File: src/rtl/speck_pkg.sv
// ---------------------------------------------------------------------------
// speck_pkg - shared types and helpers for the speck 64/128 core
// word type, key register indexes and the rotate helpers of the round
// ---------------------------------------------------------------------------
package speck_pkg;

  localparam int unsigned WORD_W    = 32;
  localparam int unsigned NUM_KEYS  = 4;
  localparam int unsigned CFG_IDX_W = 2;

  typedef logic [WORD_W-1:0] word_t;

  // key register indexes
  localparam logic [CFG_IDX_W-1:0] KEY_WORD0_IDX = 2'd0;
  localparam logic [CFG_IDX_W-1:0] KEY_WORD1_IDX = 2'd1;
  localparam logic [CFG_IDX_W-1:0] KEY_WORD2_IDX = 2'd2;
  localparam logic [CFG_IDX_W-1:0] KEY_WORD3_IDX = 2'd3;

  // one block in flight: direction flag plus the two block words
  typedef struct packed {
    logic  dec;
    word_t x;
    word_t y;
  } blk_t;

  function automatic word_t ror8(input word_t v);
    return {v[7:0], v[31:8]};
  endfunction

  function automatic word_t rol8(input word_t v);
    return {v[23:0], v[31:24]};
  endfunction

  function automatic word_t ror3(input word_t v);
    return {v[2:0], v[31:3]};
  endfunction

  function automatic word_t rol3(input word_t v);
    return {v[28:0], v[31:29]};
  endfunction

endpackage

File: src/rtl/speck_round_cell.sv
// ---------------------------------------------------------------------------
// speck_round_cell - one cipher round with its own block register
// applies an encrypt or decrypt round and passes the block to the next cell
// ---------------------------------------------------------------------------
module speck_round_cell (
  input  logic              clk_i,
  input  logic              rst_ni,
  input  speck_pkg::word_t  enc_key_i,
  input  speck_pkg::word_t  dec_key_i,
  input  logic              in_valid_i,
  output logic              in_ready_o,
  input  speck_pkg::blk_t   in_blk_i,
  output logic              out_valid_o,
  input  logic              out_ready_i,
  output speck_pkg::blk_t   out_blk_o
);

  logic              vld_q;
  speck_pkg::blk_t   blk_q, blk_d;
  speck_pkg::word_t  enc_x, enc_y, dec_x, dec_y;

  // forward round
  assign enc_x = (speck_pkg::ror8(in_blk_i.x) + in_blk_i.y) ^ enc_key_i;
  assign enc_y = speck_pkg::rol3(in_blk_i.y) ^ enc_x;

  // inverse round
  assign dec_y = speck_pkg::ror3(in_blk_i.y ^ in_blk_i.x);
  assign dec_x = speck_pkg::rol8((in_blk_i.x ^ dec_key_i) - dec_y);

  always_comb begin
    blk_d.dec = in_blk_i.dec;
    blk_d.x   = in_blk_i.dec ? dec_x : enc_x;
    blk_d.y   = in_blk_i.dec ? dec_y : enc_y;
  end

  // cell takes a new word when empty or when its contents move on
  assign in_ready_o = !vld_q || out_ready_i;

  always_ff @(posedge clk_i or negedge rst_ni) begin
    if (!rst_ni) begin
      vld_q <= 1'b0;
    end else if (in_ready_o) begin
      vld_q <= in_valid_i;
    end
  end

  always_ff @(posedge clk_i) begin
    if (in_ready_o && in_valid_i) begin
      blk_q <= blk_d;
    end
  end

  assign out_valid_o = vld_q;
  assign out_blk_o   = blk_q;

endmodule

File: config.mk
export PLATFORM = sky130hd
export DESIGN_NAME = speck_round_cell
export DESIGN_NICKNAME = d
export VERILOG_FILES = /design/src/rtl/speck_pkg.sv /design/src/rtl/speck_round_cell.sv
export SDC_FILE = /design/constraint.sdc
export NUM_CORES = 1
export LEC_CHECK = 0
export BUFFER_PORTS_ARGS = -buffer_cell sky130_fd_sc_hd__buf_2
export CAP_MARGIN = 5
export CORE_AREA = 10 10 114 142
export DETAILED_ROUTE_END_ITERATION = 16
export DIE_AREA = 0 0 124 152
export MAX_ROUTING_LAYER = met4
export PLACE_DENSITY = 0.8
export SKIP_LAST_GASP = 1
export SYNTH_ARGS = -nofsm -noshare
export SYNTH_HDL_FRONTEND = slang
export SYNTH_SLANG_ARGS = --single-unit
File: constraint.sdc
create_clock -name clk_i -period 3.5 [get_ports clk_i]
set_clock_uncertainty 0.2 [all_clocks]
set_input_delay 0.525 -clock clk_i [delete_from_list [all_inputs] [get_ports clk_i]]
set_output_delay 0.525 -clock clk_i [all_outputs]
set_load 0.02 [all_outputs]
==> out/qor.csv <==
metric,value,unit
outcome,completed,
power_density,452,mW/mm²
required,3.38,ns
track_usage,29.1,%
cp_max_fo,4,
design.core.area,0.0135,mm²
yosysSeqAreaShare,27.9,%
drv_cap,0,
hold_class,in -> reg,
wl_per_cell,22.4,µm
arrival,3.17,ns
leakage,4.20,nW
clockBufferDepth,2,
antenna_found_initial,0,
slew_headroom,57.0,%
async_flop_share,1.52,%
synth_edf_count,65,
rsz0062_at_grt,no,
multi_input_area,0.00499,mm²
syn_area,0.00709,mm²
io_pins,200,
dp_hpwl,23600,µm
nFillCells,1187,
synth_top_area_share,27.5,%
viasPerCell,5.81,
post-route-min-period,3.29,ns
ys_dominant_reg_cell,edfxtp_1,
setup_viol,0,
wl,27400,µm
fin_crit_sh,94.0,%
synthCells,774,
totalPowerFinal,4.14,mW
grt-ovfl-total,0,
die_area,0.0188,mm²
clkSinkCount,66,
clkLatencyLatePin,0.33,ns
fin_ws,0.209,ns
cts_tree,done,
fmax,0.304,GHz
ys.warnings.count,0,
layout_commonest_cell,buf_2,
hold_viol,0,
ys_types,53,
preCtsSetupSlack,-0.234,ns
slew_viol_final,0,
grt_pass1_vias,7040,
fin_nets,1241,
drive_gt1_share,30.4,%
io_buffers,199,
routabilityCongestion,1.04,
drc,0,
die_x,124,µm
row_count,48,
drt_iter0_drc,624,
cts_buffers,9,
ys_seq_elements,66,
vias,7112,
ir_drop,242,µV
ff_latch_area,0.00198,mm²
worstMarginPinSlew,0.645,ns
critPathLaunchType,input port,
ant_nets,0,
finish.utilization,67.9,%
diodes,0,
initial_core_util,52.5,%
first_pass_iters,5,
critPathKind,in -> reg,
syn_avg_cell_area,9.16,µm²
cp-end-kind,register,
grt_max_degree,45,
synth.largest_area_cell,edfxtp_1,
area.growth.synth_to_final,29.3,%
final_cell_mix,"buf_2, xnor2_1, a21oi_1, buf_4, edfxtp_1",
cts_htree_levels,3,
syn_nets,971,
fp.dieH,152,µm
synthTopCellsByArea,"edfxtp_1, xnor2_1, ha_1",
cts-root-buf,clkbuf_16,
grt_pass1_wl,40500,µm
clk_transition_reported_paths,0.06,ns
metal layers:
metal  track usage [%]  routed length [µm]  share of wire (%)
met4              9.84                 966                3.5
met5                 -                   0                  0
met2              47.1               13300                 48
met3              3.74                2310                8.5
met1              36.3               10800                 40
synthesized netlist by cell type, types with 2 or more instances:
library cell and number:
a31oi_1 5, fa_1 2, nand2b_1 10, o211ai_1 5
mux2_2 5, nor3_1 10, o21ai_0 46, nand3_1 12
xnor2_1 118, mux2i_1 20, xnor3_1 6, o21ai_1 4
a211oi_1 7, inv_1 17, o21bai_1 9, nand2_1 58
nor2_1 54, nor2b_1 5, clkbuf_1 16, or4_1 3
buf_1 3, a21oi_1 87, ha_1 62, nand4_1 11
o31ai_1 2, and3_1 5, xor2_1 62, o2111ai_1 2
o21a_1 4, edfxtp_1 65, a21o_1 30, a211o_1 2
a21oi_2 5, and4_1 2, and2_1 2
power breakdown:
group	internal (mW)	switching, mW
Clock	0.572	0.365
Combinational	0.914	1.23
Sequential	1.03	0.0246
Total	2.52	1.62
path summary, 6_finish.rpt:
kind | from | endpoint | slack [ns] | depth (start not counted)
setup / recovery | in_blk_i[19] | out_blk_o[38] | 0.21 | 13
setup reg to reg | out_valid_o | out_blk_o[43] | 1.56 | 3
max in group asynchronous | rst_ni | out_valid_o | 2.70 | 2
hold reg to reg | out_valid_o | out_valid_o | 0.33 | 2
min in group asynchronous | rst_ni | out_valid_o | 0.31 | 2
hold / removal | in_valid_i | out_valid_o | 0.18 | 2
cells by family (layout without fill, tap and decap cells):
kind of cell	Yosys count	in the layout	synth area share, %
xor+xnor	186	186	24.1
buf+inv	37	312	1.98
compound gates	223	223	19.7
simple gates	173	173	11.1
fa+ha+maj	64	64	11.5
mux	25	25	3.62
flops	66	66	27.9
cell type report:
class,instances,share of cell area [%]
sequential,66,21.6
clock inverter,6,0.710
clock buffer,10,2.61
multi-input combinational,671,54.4
timing repair buffer,279,17.6
tap,175,2.39
inverter,17,0.696
worst max-delay path, cell delays in order:
cell and delay, ns:
buf_2 0.11, xnor2_1 0.26, buf_4 0.19, ha_1 0.27, and3_1 0.20, a221o_1 0.39, a211o_1 0.29, and3_1 0.18
a21oi_2 0.22, nand2_1 0.08, a31oi_1 0.20, xor2_1 0.16, mux2i_1 0.08
per-stage QoR:
stage,instances,area (µm²),hold slack [ns],TNS (ns)
6_report,1224,9170,0.185,0
5_1_grt,1224,9170,0.193,0
3_3_place_gp,1207,8840,0.0999,-1.14
4_1_cts,1224,9150,0.184,0
3_5_place_dp,1207,8840,0.103,-1.30
2_1_floorplan,774,7090,0.0294,0
flip-flops by register name, indices dropped and copies added (netlist names):
signal / count
out_blk_o: 65
out_valid_o: 1
timing repair:
action                                  CTS  global route
hold buffers                              1             0
endpoints found under the hold margin     1             0
buffers inserted                          0             0
endpoints found under the setup margin    0             7
gates resized for setup                   0             3
(Power assumes the default switching activity.)
