File: config.mk
export PLATFORM = sky130hd
export DESIGN_NAME = speck_key_sched
export DESIGN_NICKNAME = d
export VERILOG_FILES = /design/src/rtl/speck_pkg.sv /design/src/rtl/speck_key_sched.sv
export SDC_FILE = /design/constraint.sdc
export NUM_CORES = 1
export LEC_CHECK = 0
export BUFFER_PORTS_ARGS = -buffer_cell sky130_fd_sc_hd__buf_2
export CAP_MARGIN = 20
export CORE_AREA = 3 3 347 349
export DETAILED_ROUTE_END_ITERATION = 8
export DIE_AREA = 0 0 350 352
export PLACE_DENSITY = 0.54
export SYNTH_ARGS = -nofsm -noshare
export SYNTH_HDL_FRONTEND = slang
export SYNTH_SLANG_ARGS = --single-unit
File: constraint.sdc
create_clock -name clk_i -period 3.43 [get_ports clk_i]
set_clock_uncertainty 0.1 [all_clocks]
set_input_delay 0.343 -clock clk_i [delete_from_list [all_inputs] [get_ports clk_i]]
set_output_delay 0.343 -clock clk_i [all_outputs]
set_load 0.02 [all_outputs]
File: src/rtl/speck_pkg.sv
// ---------------------------------------------------------------------------
// speck_pkg - shared types and helpers for the speck 64/128 core
// word type, key register indexes and the rotate helpers of the round
// ---------------------------------------------------------------------------
package speck_pkg;

  localparam int unsigned WORD_W    = 32;
  localparam int unsigned NUM_KEYS  = 4;
  localparam int unsigned CFG_IDX_W = 2;

  typedef logic [WORD_W-1:0] word_t;

  // key register indexes
  localparam logic [CFG_IDX_W-1:0] KEY_WORD0_IDX = 2'd0;
  localparam logic [CFG_IDX_W-1:0] KEY_WORD1_IDX = 2'd1;
  localparam logic [CFG_IDX_W-1:0] KEY_WORD2_IDX = 2'd2;
  localparam logic [CFG_IDX_W-1:0] KEY_WORD3_IDX = 2'd3;

  // one block in flight: direction flag plus the two block words
  typedef struct packed {
    logic  dec;
    word_t x;
    word_t y;
  } blk_t;

  function automatic word_t ror8(input word_t v);
    return {v[7:0], v[31:8]};
  endfunction

  function automatic word_t rol8(input word_t v);
    return {v[23:0], v[31:24]};
  endfunction

  function automatic word_t ror3(input word_t v);
    return {v[2:0], v[31:3]};
  endfunction

  function automatic word_t rol3(input word_t v);
    return {v[28:0], v[31:29]};
  endfunction

endpackage

File: src/rtl/speck_key_sched.sv
// ---------------------------------------------------------------------------
// speck_key_sched - key registers and round key expansion
// holds the four key words and builds the round key table one key per cycle
// ---------------------------------------------------------------------------
module speck_key_sched #(
  parameter int unsigned NUM_ROUNDS = 27
) (
  input  logic                               clk_i,
  input  logic                               rst_ni,
  input  logic                               cfg_we_i,
  input  logic [speck_pkg::CFG_IDX_W-1:0]    cfg_idx_i,
  input  speck_pkg::word_t                   cfg_wdata_i,
  output logic                               busy_o,
  output speck_pkg::word_t [NUM_ROUNDS-1:0]  rk_o
);

  localparam int unsigned CW = $clog2(NUM_ROUNDS + 1);
  localparam int unsigned IW = (NUM_ROUNDS > 1) ? $clog2(NUM_ROUNDS) : 1;

  speck_pkg::word_t [speck_pkg::NUM_KEYS-1:0] key_q, key_d;
  speck_pkg::word_t                           k_q, k_d;
  speck_pkg::word_t [2:0]                     l_q, l_d;
  logic [CW-1:0]                              cnt_q, cnt_d;
  logic                                       busy_q, busy_d;
  speck_pkg::word_t [NUM_ROUNDS-1:0]          rk_q;
  speck_pkg::word_t                           l_new, rnd_idx;

  // schedule round with the step count as key
  assign rnd_idx = {{(speck_pkg::WORD_W - CW){1'b0}}, cnt_q};
  assign l_new   = (speck_pkg::ror8(l_q[0]) + k_q) ^ rnd_idx;

  // key register write merge
  always_comb begin
    key_d = key_q;
    if (cfg_we_i) begin
      unique case (cfg_idx_i)
        speck_pkg::KEY_WORD0_IDX: key_d[0] = cfg_wdata_i;
        speck_pkg::KEY_WORD1_IDX: key_d[1] = cfg_wdata_i;
        speck_pkg::KEY_WORD2_IDX: key_d[2] = cfg_wdata_i;
        speck_pkg::KEY_WORD3_IDX: key_d[3] = cfg_wdata_i;
        default: key_d = key_q;
      endcase
    end
  end

  // expansion sequencer: a write restarts the pass from the new key
  always_comb begin
    k_d    = k_q;
    l_d    = l_q;
    cnt_d  = cnt_q;
    busy_d = busy_q;
    if (cfg_we_i) begin
      k_d    = key_d[0];
      l_d    = {key_d[3], key_d[2], key_d[1]};
      cnt_d  = '0;
      busy_d = 1'b1;
    end else if (busy_q) begin
      k_d    = speck_pkg::rol3(k_q) ^ l_new;
      l_d    = {l_new, l_q[2], l_q[1]};
      cnt_d  = cnt_q + 1'b1;
      busy_d = (cnt_q != CW'(NUM_ROUNDS - 1));
    end
  end

  always_ff @(posedge clk_i or negedge rst_ni) begin
    if (!rst_ni) begin
      key_q  <= '0;
      k_q    <= '0;
      l_q    <= '0;
      cnt_q  <= '0;
      busy_q <= 1'b1;
    end else begin
      key_q  <= key_d;
      k_q    <= k_d;
      l_q    <= l_d;
      cnt_q  <= cnt_d;
      busy_q <= busy_d;
    end
  end

  // round key table, one entry written per expansion step
  always_ff @(posedge clk_i) begin
    if (busy_q && !cfg_we_i) begin
      rk_q[cnt_q[IW-1:0]] <= k_q;
    end
  end

  assign busy_o = busy_q;
  assign rk_o   = rk_q;

endmodule

==> results.py <==
metrics = {
    "outcome": {
        "outcome": "finished, final reports clean",
    },
    "worst_setup_path": {
        "slowest_delay_ps": 360,
        "cp_max_fo": 29,
        "start_kind": "flop",
        "cp-end-kind": "flop",
        "critPathBufInv": 1,
        "required_ps": 3900,
        "worst_path_max_delay_cell": "dfrtp_1",
        "cp.arrival_ps": 3680,
        "crit_path_cell_trace": "buf_4, ha_1, a21o_1, a21oi_1, o211a_1, o22a_4, o211ai_1, o21ai_1, xor2_1, xnor2_1, a221o_1",
        "worst_path_dominant_cell_family": "compound AO/OA/AOI/OAI gates",
        "critPathKind": "reg2reg",
    },
    "place": {
        "gp_congestion": 0.871,
        "dpl.hpwl_mm": 91.2,
        "numPlacedInstances": 4720,
        "portBuffers": 901,
        "post-place-ws_ps": 227,
        "place_area_um2": 47600,
    },
    "power_and_ir_drop": {
        "p_sw_mw": 12.1,
        "p_clk_share_pct": 32.2,
        "irDropWorstVdd_v": 0.000545,
        "switching_share_pct": 30.6,
        "power.internal_mw": 27.5,
        "combPwrFrac_pct": 22.6,
        "p_leak_nw": 20.1,
        "pwr-share-seq_pct": 45.2,
        "p_per_area_nw_per_um2": 765,
    },
    "global_route": {
        "grt.total_usage_pct": 22.0,
        "met2_usage_pct": 37.9,
        "grt_pass1_vias": 24100,
        "grt_max_degree": 207,
        "grt_pass1_wl_mm": 193,
        "antenna_found_initial": 15,
        "met1_usage_pct": 27.1,
        "met3_usage_pct": 4.77,
        "busiest_layer": "met2",
        "grt.overflow.total": 0,
    },
    "synth": {
        "async_flop_share_pct": 23.3,
        "syn_area_um2": 40400,
        "synth_area_leaders": "edfxtp_1 64%, dfrtp_1 16%, mux2_2 3.6%",
        "yosysSeqAreaShare_pct": 80.5,
        "yosys.area.top_type": "edfxtp_1",
        "syn_inst": 2293,
        "netlist.area_leader.share_pct": 64.3,
        "yosys_register_bits": 1126,
        "synth_fp_nets": 2366,
        "synth_edf_count": 864,
        "yosys_warnings": 0,
        "ys.flop_type": "edfxtp_1",
        "synth_area_per_cell_um2": 17.6,
        "ys_types": 64,
    },
    "layout": {
        "syn2layout_area_growth_pct": 28.4,
        "final_common_cell": "buf_2",
        "design_area_um2": 51800,
        "final_cell_mix": "899 x buf_2, 864 x edfxtp_1, 251 x dfrtp_1, 186 x nand2_1, 128 x mux2_2",
        "drive_gt1_share_pct": 39.3,
        "fin_nets": 3410,
        "stdcell_count": 4982,
    },
    "timing": {
        "setup_viol": 0,
        "drv_slew": 0,
        "period_share_pct": 93.6,
        "rsz0062_at_grt": "false",
        "tns_ps": 0,
        "slew_headroom_pct": 33.4,
        "setup_ws_ps": 220,
        "layout_min_cycle_time_ps": 3210,
        "fin_hold_ws_ps": 76.0,
        "fmax_mhz": 311,
        "worstMarginPinSlew_ps": 999,
        "hold_viol": 0,
    },
    "clock_tree": {
        "htree_levels": 3,
        "post_cts_resized": 0,
        "clk_pin_slew_ps": 60,
        "cts_tree": "built",
        "clk_path_buf_depth": 3,
        "clock-sinks": 1126,
        "worstSkewPairLatency_ps": 700,
        "cts_setup_buffers": 0,
        "root_buffer": "clkbuf_16",
        "numCtsBuffers": 117,
    },
    "die": {
        "die_w_um": 350,
        "dieArea_um2": 123000,
        "placeableCoreArea_um2": 118000,
        "rows": 126,
        "die_y_um": 352,
        "ios": 902,
        "start_util_pct": 34.3,
    },
    "route": {
        "wire_per_inst_um": 28.0,
        "ant_nets": 0,
        "drt_iter0_drc": 2444,
        "post-route-drc-count": 0,
        "wirelength_mm": 139,
        "first_pass_iters": 5,
        "vias": 24800,
        "avgViaCountPerCell": 4.98,
    },
    "min_path": {
        "hp-class": "in2async",
    },
    "run": {
        "drv_cap": 0,
    },
}
## worst reg2reg max path, delay by kind of cell (launching register included)
family,cells,cell delay (ps)
AOI/OAI and AO/OA,7,1640
xor gates and xnor gates,2,370
DFF,1,360
buffers and inverters,1,320
adders and majority gates,1,290
## power groups by stage
stage                     Sequential [mW]  Combinational (mW)  Clock, mW
after floorplan                      19.0                4.30          0
after global placement               18.2                8.87          0
after detailed placement             18.2                8.93          0
after CTS                            17.9                9.02       13.0
after global routing                 18.0                9.72       13.6
final                                17.9                8.95       12.8
## registers in the layout (all words and copies together) (netlist names)
register,count
busy_o,1
cnt_q,5
k_q,32
key_q,128
l_q,96
rk_o,864
## cell usage after synthesis, types with 9 or more instances
library cell / number
edfxtp_1: 864
clkbuf_1: 82
mux2_2: 128
a31oi_1: 32
inv_1: 12
a21o_1: 17
nand2_1: 186
a211oi_1: 100
a32oi_1: 10
nor2b_1: 89
a21oi_1: 107
nand3b_1: 9
mux2i_1: 69
xnor2_1: 39
dfrtp_1: 261
xor2_1: 24
ha_1: 35
buf_1: 15
nand3_1: 10
nor2_1: 71
o21ai_0: 24
## kinds of logic after synthesis
group | Yosys count | share of synthesized area (%)
compound gates | 350 | 5.81
xor+xnor | 65 | 1.46
fa+ha+maj | 36 | 1.13
buf+inv | 115 | 1.09
flops | 1126 | 80.5
mux | 197 | 5.28
simple gates | 404 | 4.68
## area by class of cell
cell class / instances / area [µm²]
Tap cell: 1536 / 1920
Fill cell: 10600 / 66000
Antenna cell: 8 / 20.0
Clock inverter: 76 / 837
Multi-Input combinational cell: 1052 / 7630
Inverter: 13 / 48.8
Timing Repair Buffer: 1027 / 5780
Clock buffer: 144 / 3050
Sequential cell: 1126 / 32500
## per-stage QoR
| step | util [%] | total power, mW |
|---|---|---|
| final | 44.0 | 39.7 |
| after global routing | 44.0 | 41.4 |
| after CTS | 44.0 | 40.0 |
| after detailed placement | 40.4 | 27.1 |
| after global placement | 40.4 | 27.1 |
| after floorplan | - | 23.3 |
## path summary, 6_finish.rpt
check,from,endpoint,slack [ps],cells past startpoint
worst max-delay path,k_q[1],k_q[23],220,11
worst min-delay path,rst_ni,key_q[86],80,2
worst max register to register,k_q[1],k_q[23],220,11
worst min register to register,key_q[81],key_q[81],400,1
max in group asynchronous,rst_ni,k_q[3],2130,3
min in group clk_i,cfg_idx_i[1],key_q[91],290,4
## per-layer routing
| metal | vias up | wire length (µm) |
|---|---|---|
| met2 | 1067 | 70500 |
| met4 | 0 | 5000 |
| li1 | 10800 | - |
| met3 | 214 | 10000 |
| met1 | 12700 | 53800 |
| met5 | - | 0 |
## what timing repair did
action,CTS,global route
endpoints found under the hold margin,318,0
hold buffers,34,0
endpoints found under the setup margin,0,0
(Power assumes the default switching activity.)
